[config.mk]
export PLATFORM = sky130hd
export DESIGN_NAME = bresenham_line_rasterizer
export DESIGN_NICKNAME = d
export VERILOG_FILES = /design/src/rtl/blr_pkg.sv /design/src/rtl/bresenham_line_rasterizer.sv /design/src/rtl/blr_seq.sv /design/src/rtl/blr_datapath.sv
export SDC_FILE = /design/constraint.sdc
export NUM_CORES = 1
export LEC_CHECK = 0
export ABC_CLOCK_PERIOD_IN_PS = 8800
export BUFFER_PORTS_ARGS = -buffer_cell sky130_fd_sc_hd__buf_2
export CORE_ASPECT_RATIO = 1.5
export CORE_UTILIZATION = 25
export DETAILED_ROUTE_END_ITERATION = 10
export GPL_TIMING_DRIVEN = 0
export PLACE_DENSITY = 0.51
export SLEW_MARGIN = 30
export SYNTH_ARGS = -nofsm -noshare
export SYNTH_HDL_FRONTEND = slang
export SYNTH_SLANG_ARGS = --single-unit
[constraint.sdc]
create_clock -name clk -period 8.8 [get_ports clk]
set_input_delay 1.76 -clock clk [delete_from_list [all_inputs] [get_ports clk]]
set_output_delay 1.76 -clock clk [all_outputs]
set_load 0.05 [all_outputs]
[src/rtl/blr_pkg.sv]
// blr_pkg: shared types, constants and the control store of the line rasterizer
// used by blr_seq, blr_datapath and bresenham_line_rasterizer; no dependencies
package blr_pkg;

  // coordinate width inside the datapath and width of the pixel ports
  localparam int COORD_BITS = 6;
  localparam int PIX_W      = 6;
  // signed error term: two spans doubled plus a sign bit
  localparam int ERR_W      = COORD_BITS + 3;

  typedef logic [COORD_BITS-1:0]   coord_t;
  typedef logic signed [ERR_W-1:0] err_t;
  typedef logic [1:0]              upc_t;

  // jump conditions of a control word
  typedef enum logic [1:0] {
    COND_ALWAYS = 2'd0,
    COND_IN_ACC = 2'd1,
    COND_LAST   = 2'd2
  } cond_t;

  // one control word per program step
  typedef struct packed {
    logic  in_ready;
    logic  do_setup;
    logic  do_emit;
    logic  stay;
    cond_t cond;
    upc_t  target;
  } ctl_t;

  // datapath status back to the sequencer
  typedef struct packed {
    logic emit_last;
  } sts_t;

  // program steps
  localparam upc_t STEP_LOAD  = 2'd0;
  localparam upc_t STEP_SETUP = 2'd1;
  localparam upc_t STEP_WALK  = 2'd2;

  // control store: load a segment, set up the walk, emit one pixel per cycle while the output is not stalled
  function automatic ctl_t ucode_rom(input upc_t addr);
    ctl_t w;
    w = '{in_ready: 1'b1, do_setup: 1'b0, do_emit: 1'b0, stay: 1'b1,
          cond: COND_IN_ACC, target: STEP_SETUP};
    case (addr)
      STEP_LOAD: begin
        w = '{in_ready: 1'b1, do_setup: 1'b0, do_emit: 1'b0, stay: 1'b1,
              cond: COND_IN_ACC, target: STEP_SETUP};
      end
      STEP_SETUP: begin
        w = '{in_ready: 1'b0, do_setup: 1'b1, do_emit: 1'b0, stay: 1'b0,
              cond: COND_ALWAYS, target: STEP_WALK};
      end
      STEP_WALK: begin
        w = '{in_ready: 1'b0, do_setup: 1'b0, do_emit: 1'b1, stay: 1'b1,
              cond: COND_LAST, target: STEP_LOAD};
      end
      default: begin
        w = '{in_ready: 1'b0, do_setup: 1'b0, do_emit: 1'b0, stay: 1'b0,
              cond: COND_ALWAYS, target: STEP_LOAD};
      end
    endcase
    return w;
  endfunction

endpackage

[src/rtl/bresenham_line_rasterizer.sv]
// bresenham_line_rasterizer: top level, one segment in, one word per pixel out
// the first pixel word is registered at the walk step, after the load and setup steps
// throughput: one pixel per cycle from the walk step while out_stall is low; the next
//   segment is taken only after the last pixel of a segment (at most 64) is emitted
// reset: synchronous active low; returns the program to the load step and empties
//   the output register; depends on blr_pkg, blr_seq, blr_datapath
module bresenham_line_rasterizer import blr_pkg::*; (
  input  logic             clk,
  input  logic             rst_n,
  input  logic             in_valid,
  output logic             in_stall,
  input  logic [PIX_W-1:0] in_x_start,
  input  logic [PIX_W-1:0] in_y_start,
  input  logic [PIX_W-1:0] in_x_end,
  input  logic [PIX_W-1:0] in_y_end,
  output logic             out_valid,
  input  logic             out_stall,
  output logic [PIX_W-1:0] out_pix_x,
  output logic [PIX_W-1:0] out_pix_y,
  output logic             out_last_pixel
);

  ctl_t ctl;
  sts_t sts;

  // input is taken only at the load step
  assign in_stall = !ctl.in_ready;

  // sequencer
  blr_seq u_seq (
    .clk      (clk),
    .rst_n    (rst_n),
    .in_valid (in_valid),
    .sts      (sts),
    .ctl      (ctl)
  );

  // datapath
  blr_datapath u_dp (
    .clk            (clk),
    .rst_n          (rst_n),
    .ctl            (ctl),
    .in_valid       (in_valid),
    .in_x_start     (in_x_start),
    .in_y_start     (in_y_start),
    .in_x_end       (in_x_end),
    .in_y_end       (in_y_end),
    .out_stall      (out_stall),
    .out_valid      (out_valid),
    .out_pix_x      (out_pix_x),
    .out_pix_y      (out_pix_y),
    .out_last_pixel (out_last_pixel),
    .sts            (sts)
  );

endmodule

[src/rtl/blr_seq.sv]
// blr_seq: step counter and control store lookup with conditional jumps
// depends on blr_pkg
module blr_seq import blr_pkg::*; (
  input  logic clk,
  input  logic rst_n,
  input  logic in_valid,
  input  sts_t sts,
  output ctl_t ctl
);

  upc_t upc_r, upc_nxt;
  logic cond_hit;

  // current control word
  assign ctl = ucode_rom(upc_r);

  // jump condition select and next step
  always_comb begin
    case (ctl.cond)
      COND_ALWAYS: cond_hit = 1'b1;
      COND_IN_ACC: cond_hit = in_valid;
      COND_LAST:   cond_hit = sts.emit_last;
      default:     cond_hit = 1'b0;
    endcase
    if (cond_hit) begin
      upc_nxt = ctl.target;
    end else if (ctl.stay) begin
      upc_nxt = upc_r;
    end else begin
      upc_nxt = upc_r + 2'd1;
    end
  end

  // step counter
  always_ff @(posedge clk) begin
    if (!rst_n) begin
      upc_r <= STEP_LOAD;
    end else begin
      upc_r <= upc_nxt;
    end
  end

endmodule

[src/rtl/blr_datapath.sv]
// blr_datapath: endpoint latch, walk setup, error term update and pixel output register
// depends on blr_pkg; driven by the control word from blr_seq
module blr_datapath import blr_pkg::*; (
  input  logic             clk,
  input  logic             rst_n,
  input  ctl_t             ctl,
  input  logic             in_valid,
  input  logic [PIX_W-1:0] in_x_start,
  input  logic [PIX_W-1:0] in_y_start,
  input  logic [PIX_W-1:0] in_x_end,
  input  logic [PIX_W-1:0] in_y_end,
  input  logic             out_stall,
  output logic             out_valid,
  output logic [PIX_W-1:0] out_pix_x,
  output logic [PIX_W-1:0] out_pix_y,
  output logic             out_last_pixel,
  output sts_t             sts
);

  // latched endpoints
  coord_t xs_r, ys_r, xe_r, ye_r;
  // walk state
  coord_t maj_r, mnr_r, maj_end_r;
  err_t   p_r, inc_keep_r, inc_step_r;
  logic   minor_step_neg_r, y_is_major_r;
  // output register
  coord_t cur_x_r, cur_y_r;
  logic   last_r, out_valid_r, out_valid_nxt;

  // setup terms
  coord_t dx, dy, s_maj, s_min, maj0, mnr0, mend0, nend0;
  logic   y_major;
  err_t   keep0, step0, p0;
  // walk terms
  logic   out_free, fire, is_last;
  err_t   p_add;

  // spans, major axis and walk direction from the latched endpoints
  always_comb begin
    dx = (xs_r > xe_r) ? xs_r - xe_r : xe_r - xs_r;
    dy = (ys_r > ye_r) ? ys_r - ye_r : ye_r - ys_r;
    y_major = !(dy < dx);
    if (y_major) begin
      s_maj = dy;
      s_min = dx;
      if (ys_r > ye_r) begin
        maj0 = ye_r; mnr0 = xe_r; mend0 = ys_r; nend0 = xs_r;
      end else begin
        maj0 = ys_r; mnr0 = xs_r; mend0 = ye_r; nend0 = xe_r;
      end
    end else begin
      s_maj = dx;
      s_min = dy;
      if (xs_r > xe_r) begin
        maj0 = xe_r; mnr0 = ye_r; mend0 = xs_r; nend0 = ys_r;
      end else begin
        maj0 = xs_r; mnr0 = ys_r; mend0 = xe_r; nend0 = ye_r;
      end
    end
    keep0 = err_t'({s_min, 1'b0});
    step0 = keep0 - err_t'({s_maj, 1'b0});
    p0    = keep0 - err_t'(s_maj);
  end

  // emit control: output register free when empty or being drained
  assign out_free = !out_valid_r || !out_stall;
  assign fire     = ctl.do_emit && out_free;
  assign is_last  = (maj_r >= maj_end_r);
  assign p_add    = p_r + (p_r[ERR_W-1] ? inc_keep_r : inc_step_r);
  assign sts.emit_last = fire && is_last;

  always_comb begin
    out_valid_nxt = out_valid_r;
    if (fire) begin
      out_valid_nxt = 1'b1;
    end else if (!out_stall) begin
      out_valid_nxt = 1'b0;
    end
  end

  // endpoint latch, setup and walk registers
  always_ff @(posedge clk) begin
    if (ctl.in_ready && in_valid) begin
      xs_r <= in_x_start[COORD_BITS-1:0];
      ys_r <= in_y_start[COORD_BITS-1:0];
      xe_r <= in_x_end[COORD_BITS-1:0];
      ye_r <= in_y_end[COORD_BITS-1:0];
    end
    if (ctl.do_setup) begin
      y_is_major_r     <= y_major;
      maj_r            <= maj0;
      mnr_r            <= mnr0;
      maj_end_r        <= mend0;
      minor_step_neg_r <= (nend0 < mnr0);
      p_r              <= p0;
      inc_keep_r       <= keep0;
      inc_step_r       <= step0;
    end
    if (fire) begin
      cur_x_r <= y_is_major_r ? mnr_r : maj_r;
      cur_y_r <= y_is_major_r ? maj_r : mnr_r;
      last_r  <= is_last;
      if (!is_last) begin
        maj_r <= maj_r + coord_t'(1);
        p_r   <= p_add;
        if (!p_r[ERR_W-1]) begin
          mnr_r <= minor_step_neg_r ? mnr_r - coord_t'(1) : mnr_r + coord_t'(1);
        end
      end
    end
  end

  // output valid
  always_ff @(posedge clk) begin
    if (!rst_n) begin
      out_valid_r <= 1'b0;
    end else begin
      out_valid_r <= out_valid_nxt;
    end
  end

  assign out_valid      = out_valid_r;
  assign out_pix_x      = PIX_W'(cur_x_r);
  assign out_pix_y      = PIX_W'(cur_y_r);
  assign out_last_pixel = last_r;

endmodule

# After elaboration in Yosys (flattened, before gate mapping)
# Cells that the tools add are included.
[totals]
output_inout_bits = 15
in_bits = 28
regBits = 84
word_cells = 85
[op_classes]
add_sub_neg = 11
mux = 36
n_eq_ne = 6
n_lt_le_gt_ge = 5
n_reduce_logical = 10
[ops]
columns = ["cell", "n"]
rows = [
  ["$mux 6", 26],
  ["$mux 9", 4],
  ["$pmux 8 s3", 1],
  ["$sub 6x6->6", 4],
  ["$add 6x1->6 const B", 2],
  ["$gt 6x6->1", 2],
  ["$lt 6x6->1", 2],
  ["$add 9x9->9", 1],
  ["$sub 7x6->8", 1],
  ["$sub 7x7->8", 1],
  ["$ge 6x6->1", 1],
  ["$sub 6x1->6 const B", 1],
  ["$eq 2x1->1 const B", 2],
  ["$eq 2x2->1 const B", 2],
  ["$logic_not 1->1", 4],
  ["$logic_not 2->1", 2],
  ["$mux 2", 2],
  ["$ne 2x1->1 const B", 2],
  ["$logic_and 1x1->1", 3],
  ["$pmux 1 s3", 1],
  ["$add 2x1->2 const B", 1],
  ["$mux 1", 2],
  ["$logic_or 1x1->1", 1],
]

# Logic depth before layout (Yosys ltp)
[depth]
ltp_word = 8
mapped_depth = 30
ltp_nobuf = 25

# By module
# Synthesis repeated with hierarchy kept, for this count alone.
[unflattened]
hier_cells = 698
hier_area_um2 = 6352.3
[by_module_without_submodules]
columns = ["mod", "cells_per_inst", "instances", "area_per_inst_um2"]
rows = [
  ["blr_datapath", 668, 1, 6100.9],
  ["blr_seq", 29, 1, 247.7],
  ["bresenham_line_rasterizer", 1, 1, 3.8],
]

# Worst setup path after synthesis
# No wires, ideal clock.
[synth_timing]
kind = "register to register"
start = "register u_dp.xs_r[0]"
end = "register u_dp.p_r[6]"
path_slack_ns = 2.497
path_stages_with_launch = 30
setup_time_ns = 0.120
t_arrival_ns = 6.183
path_cell_list = "edfxtp_1 -> inv_1 -> ha_1 -> inv_1 -> fa_1 -> a21oi_1 -> o211a_4 -> nor2_1 -> buf_2 -> mux2i_1 -> o211ai_1 -> xor2_1 -> inv_1 -> ha_1 -> o21a_1 -> nor2_1 -> a21oi_1 -> buf_4 -> clkbuf_1 -> clkbuf_1 -> buf_1 -> buf_1 -> a21oi_1 -> ha_1 -> a21o_1 -> o31a_4 -> nor4_4 -> a311oi_1 -> o311a_1 -> a211o_1"
[synth_via]
elab_chain_cells = 8
word_cells_on_any_way = 11
[synth_rtl]
columns = ["item", "line", "text"]
rows = [
  ["start: declaration", "blr_datapath.sv:21", "coord_t xs_r, ys_r, xe_r, ye_r;"],
  ["start signal: assignment", "blr_datapath.sv:84", "xs_r <= in_x_start[COORD_BITS-1:0];"],
  ["$sub 6x6->6 or $gt 6x6->1 (tied branches)", "blr_datapath.sv:40", "dx = (xs_r > xe_r) ? xs_r - xe_r : xe_r - xs_r;"],
  ["$mux 6 (*)", "blr_datapath.sv:40", ""],
  ["$lt 6x6->1", "blr_datapath.sv:42", "y_major = !(dy < dx);"],
  ["$mux 6", "blr_datapath.sv:43", "if (y_major) begin"],
  ["$sub 7x6->8 (*)", "blr_datapath.sv:62", "p0 = keep0 - err_t'(s_maj);"],
  ["$mux 9 (*)", "blr_datapath.sv:89", "if (ctl.do_setup) begin"],
  ["$mux 9", "blr_datapath.sv:103", "if (!is_last) begin"],
  ["$mux 9 (*)", "blr_datapath.sv:99", "if (fire) begin"],
  ["end signal: assignment", "blr_datapath.sv:95", "p_r <= p0;"],
  ["end signal: assignment", "blr_datapath.sv:105", "p_r <= p_add;"],
  ["end: declaration", "blr_datapath.sv:24", "err_t p_r, inc_keep_r, inc_step_r;"],
]
# Every way passes the cells marked *; elsewhere a longest branch is shown, timed or not.
# A chain may end at the register's enable or synchronous reset.

# Worst setup path in the final report
# Ends and elaborated chain as after synthesis.

==> load_flow_metrics.sql <==
INSERT INTO impl_metrics (metric_group, metric, value, unit) VALUES
('run_status', 'status', 'completed', ''),
('worst_setup_path', 'worstPathArrival', '8.43', 'ns'),
('placement', 'post_dp_cell_area', '0.007044', 'mm^2'),
('global_route', 'pin_count_of_the_biggest_net_entering_global_routing', '25', ''),
('floorplanning', 'row_count', '71', ''),
('worst_setup_path', 'cp-start-kind', 'flip-flop', ''),
('layout', 'seqCellArea', '0.002202', 'mm^2'),
('floorplanning', 'initial_utilization', '0.2549', ''),
('floorplanning', 'boundaryPins', '43', ''),
('timing', 'slew_headroom', '0.3604', ''),
('logic_synthesis', 'yosysTopAreaCellShare', '0.2718', ''),
('layout', 'utilization', '0.2934', ''),
('worst_setup_path', 'crit_required', '9.04', 'ns'),
('worst_setup_path', 'critical-path-max-stage-delay', '0.56', 'ns'),
('global_route', 'grt_overflow', '0', ''),
('hold_path', 'worst_hold_path_type', 'flip-flop to flip-flop', ''),
('logic_synthesis', 'synth_edf_count', '58', ''),
('logic_synthesis', 'synth.lib_cells_used.distinct', '75', ''),
('placement', 'post-dp-hpwl', '14350', 'um'),
('global_route', 'via_count_of_the_first_global_routing_pass', '5346', ''),
('logic_synthesis', 'synth_top_cell_by_area', 'sky130_fd_sc_hd__edfxtp_1', ''),
('floorplanning', 'chipHeight', '198.1', 'um'),
('layout', 'stdcell_count', '1092', ''),
('logic_synthesis', 'yosys_warnings', '0', ''),
('timing', 'final_worst_path_cycle_share', '0.9306', ''),
('routing', 'drt_iter0_markers', '312', ''),
('routing', 'firstDrtPassIters', '6', ''),
('logic_synthesis', 'share_of_the_yosys_chip_area_belonging_to_registers', '0.3437', ''),
('clock_network', 'insertion_delay', '0.35', 'ns'),
('layout', 'stdcell_area', '0.007376', 'mm^2'),
('logic_synthesis', 'syn-cell-area', '0.006407', 'mm^2'),
('routing', 'wl', '17770', 'um'),
('placement', 'global_placement_routability_congestion', '0.8771', ''),
('logic_synthesis', 'synth.top_cells.by_area', 'sky130_fd_sc_hd__edfxtp_1 27%, sky130_fd_sc_hd__ha_1 12%, sky130_fd_sc_hd__dfxtp_1 7.2%', ''),
('clock_network', 'worst_setup_hold_path_clk_slew', '0.08', 'ns'),
('routing', 'vias_post_dr', '5311', ''),
('worst_setup_path', 'critical_path_sink_type', 'flip-flop', ''),
('clock_network', 'cts.root.buffer_cell', 'sky130_fd_sc_hd__clkbuf_16', ''),
('placement', 'placed_instances', '1076', ''),
('logic_synthesis', 'postSynthNetCount', '802', ''),
('clock_network', 'cts_resized', '0', ''),
('worst_setup_path', 'crit_slowest_cell', 'sky130_fd_sc_hd__buf_1', ''),
('logic_synthesis', 'ys_ff_latch', '81', ''),
('clock_network', 'cts_hold_repair.buffers', '0', ''),
('floorplanning', 'die_w', '132.7', 'um'),
('routing', 'drc', '0', ''),
('clock_network', 'cts.repair_timing.setup_buffer_count', '0', ''),
('clock_network', 'cts_tree', 'yes', ''),
('routing', 'wl_per_cell', '16.28', 'um'),
('global_route', 'wire_length_of_the_first_global_routing_pass', '28530', 'um'),
('layout', 'nFillCells', '2641', ''),
('layout', 'post_route_cells_drive_above_1_share', '0.1414', ''),
('logic_synthesis', 'most_used_standard_cell_by_instance_count_after_synthesis', 'sky130_fd_sc_hd__inv_1', ''),
('placement', 'port_buffers', '42', ''),
('timing', 'clock_skew', '0.01588', 'ns'),
('clock_network', 'number_of_clock_buffers_inserted_by_tritoncts', '9', ''),
('clock_network', 'cts_sinks', '81', ''),
('layout', 'layout_overhead_on_the_synthesized_area', '15.11', '%'),
('logic_synthesis', 'post_synth_most_frequent_cells', '66 x sky130_fd_sc_hd__inv_1, 62 x sky130_fd_sc_hd__a21oi_1, 61 x sky130_fd_sc_hd__ha_1', ''),
('timing', 'number_of_setup_violations_in_the_final_report', '0', ''),
('worst_setup_path', 'worst-path-max-fanout', '10', ''),
('hold_path', 'hold_path_depth', '2', ''),
('floorplanning', 'dieArea', '0.02629', 'mm^2'),
('layout', 'antenna_cells_inserted', '0', ''),
('clock_network', 'max-clock-path-buffers', '2', ''),
('logic_synthesis', 'gate_count_of_the_mapped_netlist', '706', ''),
('timing', 'timing.fmax', '0.1221', 'GHz'),
('floorplanning', 'fp.coreArea', '0.02514', 'mm^2'),
('timing', 'final_hold_viol_count', '0', ''),
('worst_setup_path', 'ff2ff_path_depth', '29', ''),
('worst_setup_path', 'setup_crit_path_kind', 'flip-flop to flip-flop', '');
-- per-stage QoR --
stage	hold slack [ns]	setup WS, ns
floorplan	0.4603	2.497
global placement	0.4800	0.6481
detailed placement	0.4815	0.6875
CTS	0.5056	0.6329
global route	0.5462	0.09963
finish	0.5065	0.6106
-- sequential cells by signal, indices dropped and copies added (netlist names), 2 cells and up --
register and cells:
u_dp.p_r 8, u_dp.inc_step_r 7, u_dp.inc_keep_r 6, u_dp.maj_end_r 6, u_dp.maj_r 6, u_dp.mnr_r 6, u_dp.out_pix_x 6, u_dp.out_pix_y 6
u_dp.xe_r 6, u_dp.xs_r 6, u_dp.ye_r 6, u_dp.ys_r 6, u_seq.upc_r 2
-- layout by cell type (no fill, tap or decap), types with 16 or more instances in the layout --
cell	synthesis	layout
sky130_fd_sc_hd__inv_1	66	66
sky130_fd_sc_hd__edfxtp_1	58	58
sky130_fd_sc_hd__mux2_2	18	18
sky130_fd_sc_hd__nor2_1	56	56
sky130_fd_sc_hd__clkbuf_1	19	19
sky130_fd_sc_hd__a21oi_1	62	62
sky130_fd_sc_hd__buf_2	4	46
sky130_fd_sc_hd__mux2i_1	17	17
sky130_fd_sc_hd__dfxtp_1	23	23
sky130_fd_sc_hd__xnor2_1	16	16
sky130_fd_sc_hd__o21ai_0	47	47
sky130_fd_sc_hd__nand2_1	59	59
sky130_fd_sc_hd__ha_1	61	60
-- cells by family (layout without fill, tap and decap cells) --
logic type | count (synthesis) | after routing | synth area share
flops | 81 | 81 | 0.3437
compound gates | 222 | 222 | 0.2295
fa+ha+maj | 68 | 68 | 0.1410
xor+xnor | 21 | 21 | 0.03085
mux | 35 | 35 | 0.05819
simple gates | 183 | 183 | 0.1386
buf+inv | 96 | 154 | 0.05819
-- cell type report --
type / instances / share of cell area
buffer: 28 / 0.01595
multi-input combinational: 529 / 0.5218
clock inverter: 7 / 0.01442
timing repair buffer: 42 / 0.02850
inverter: 68 / 0.03461
tap: 328 / 0.05564
clock buffer: 9 / 0.03053
sequential: 81 / 0.2986
-- routing by layer --
layer  vias to the layer above  global-route usage  routed length (um)
li1                       2673                   -                   -
met1                      2459              0.1481                7125
met2                       138              0.2713                9469
met3                        41             0.01664                 494
met4                         0             0.07833                 684
met5                         -                   0                   0
-- critical path, delay by kind of cell (launching register included) --
family | cells | cell delay, ns
AO/OA/AOI/OAI | 11 | 2.66
flip-flops | 1 | 0.48
XOR/XNOR | 1 | 0.42
buffers and inverters | 9 | 2.70
multiplexers | 1 | 0.17
adder cells (fa/ha/maj) | 4 | 1.34
AND/OR/NAND/NOR | 3 | 0.28
-- path summary, 6_finish.rpt --
kind / startpoint / to / slack [ns]
worst min-delay path: u_dp.p_r[7]$_DFF_P_ / u_dp.p_r[7]$_DFF_P_ / 0.51
worst max register to register: u_dp.xs_r[0]$_DFFE_PP_ / u_dp.p_r[6]$_DFF_P_ / 0.61
worst max-delay path: u_dp.xs_r[0]$_DFFE_PP_ / u_dp.p_r[6]$_DFF_P_ / 0.61
worst min register to register: u_dp.p_r[7]$_DFF_P_ / u_dp.p_r[7]$_DFF_P_ / 0.51
Power is left out: the tool's default activity adds up to more than one toggle a clock period on the data nets, which glitch-free logic cannot reach.
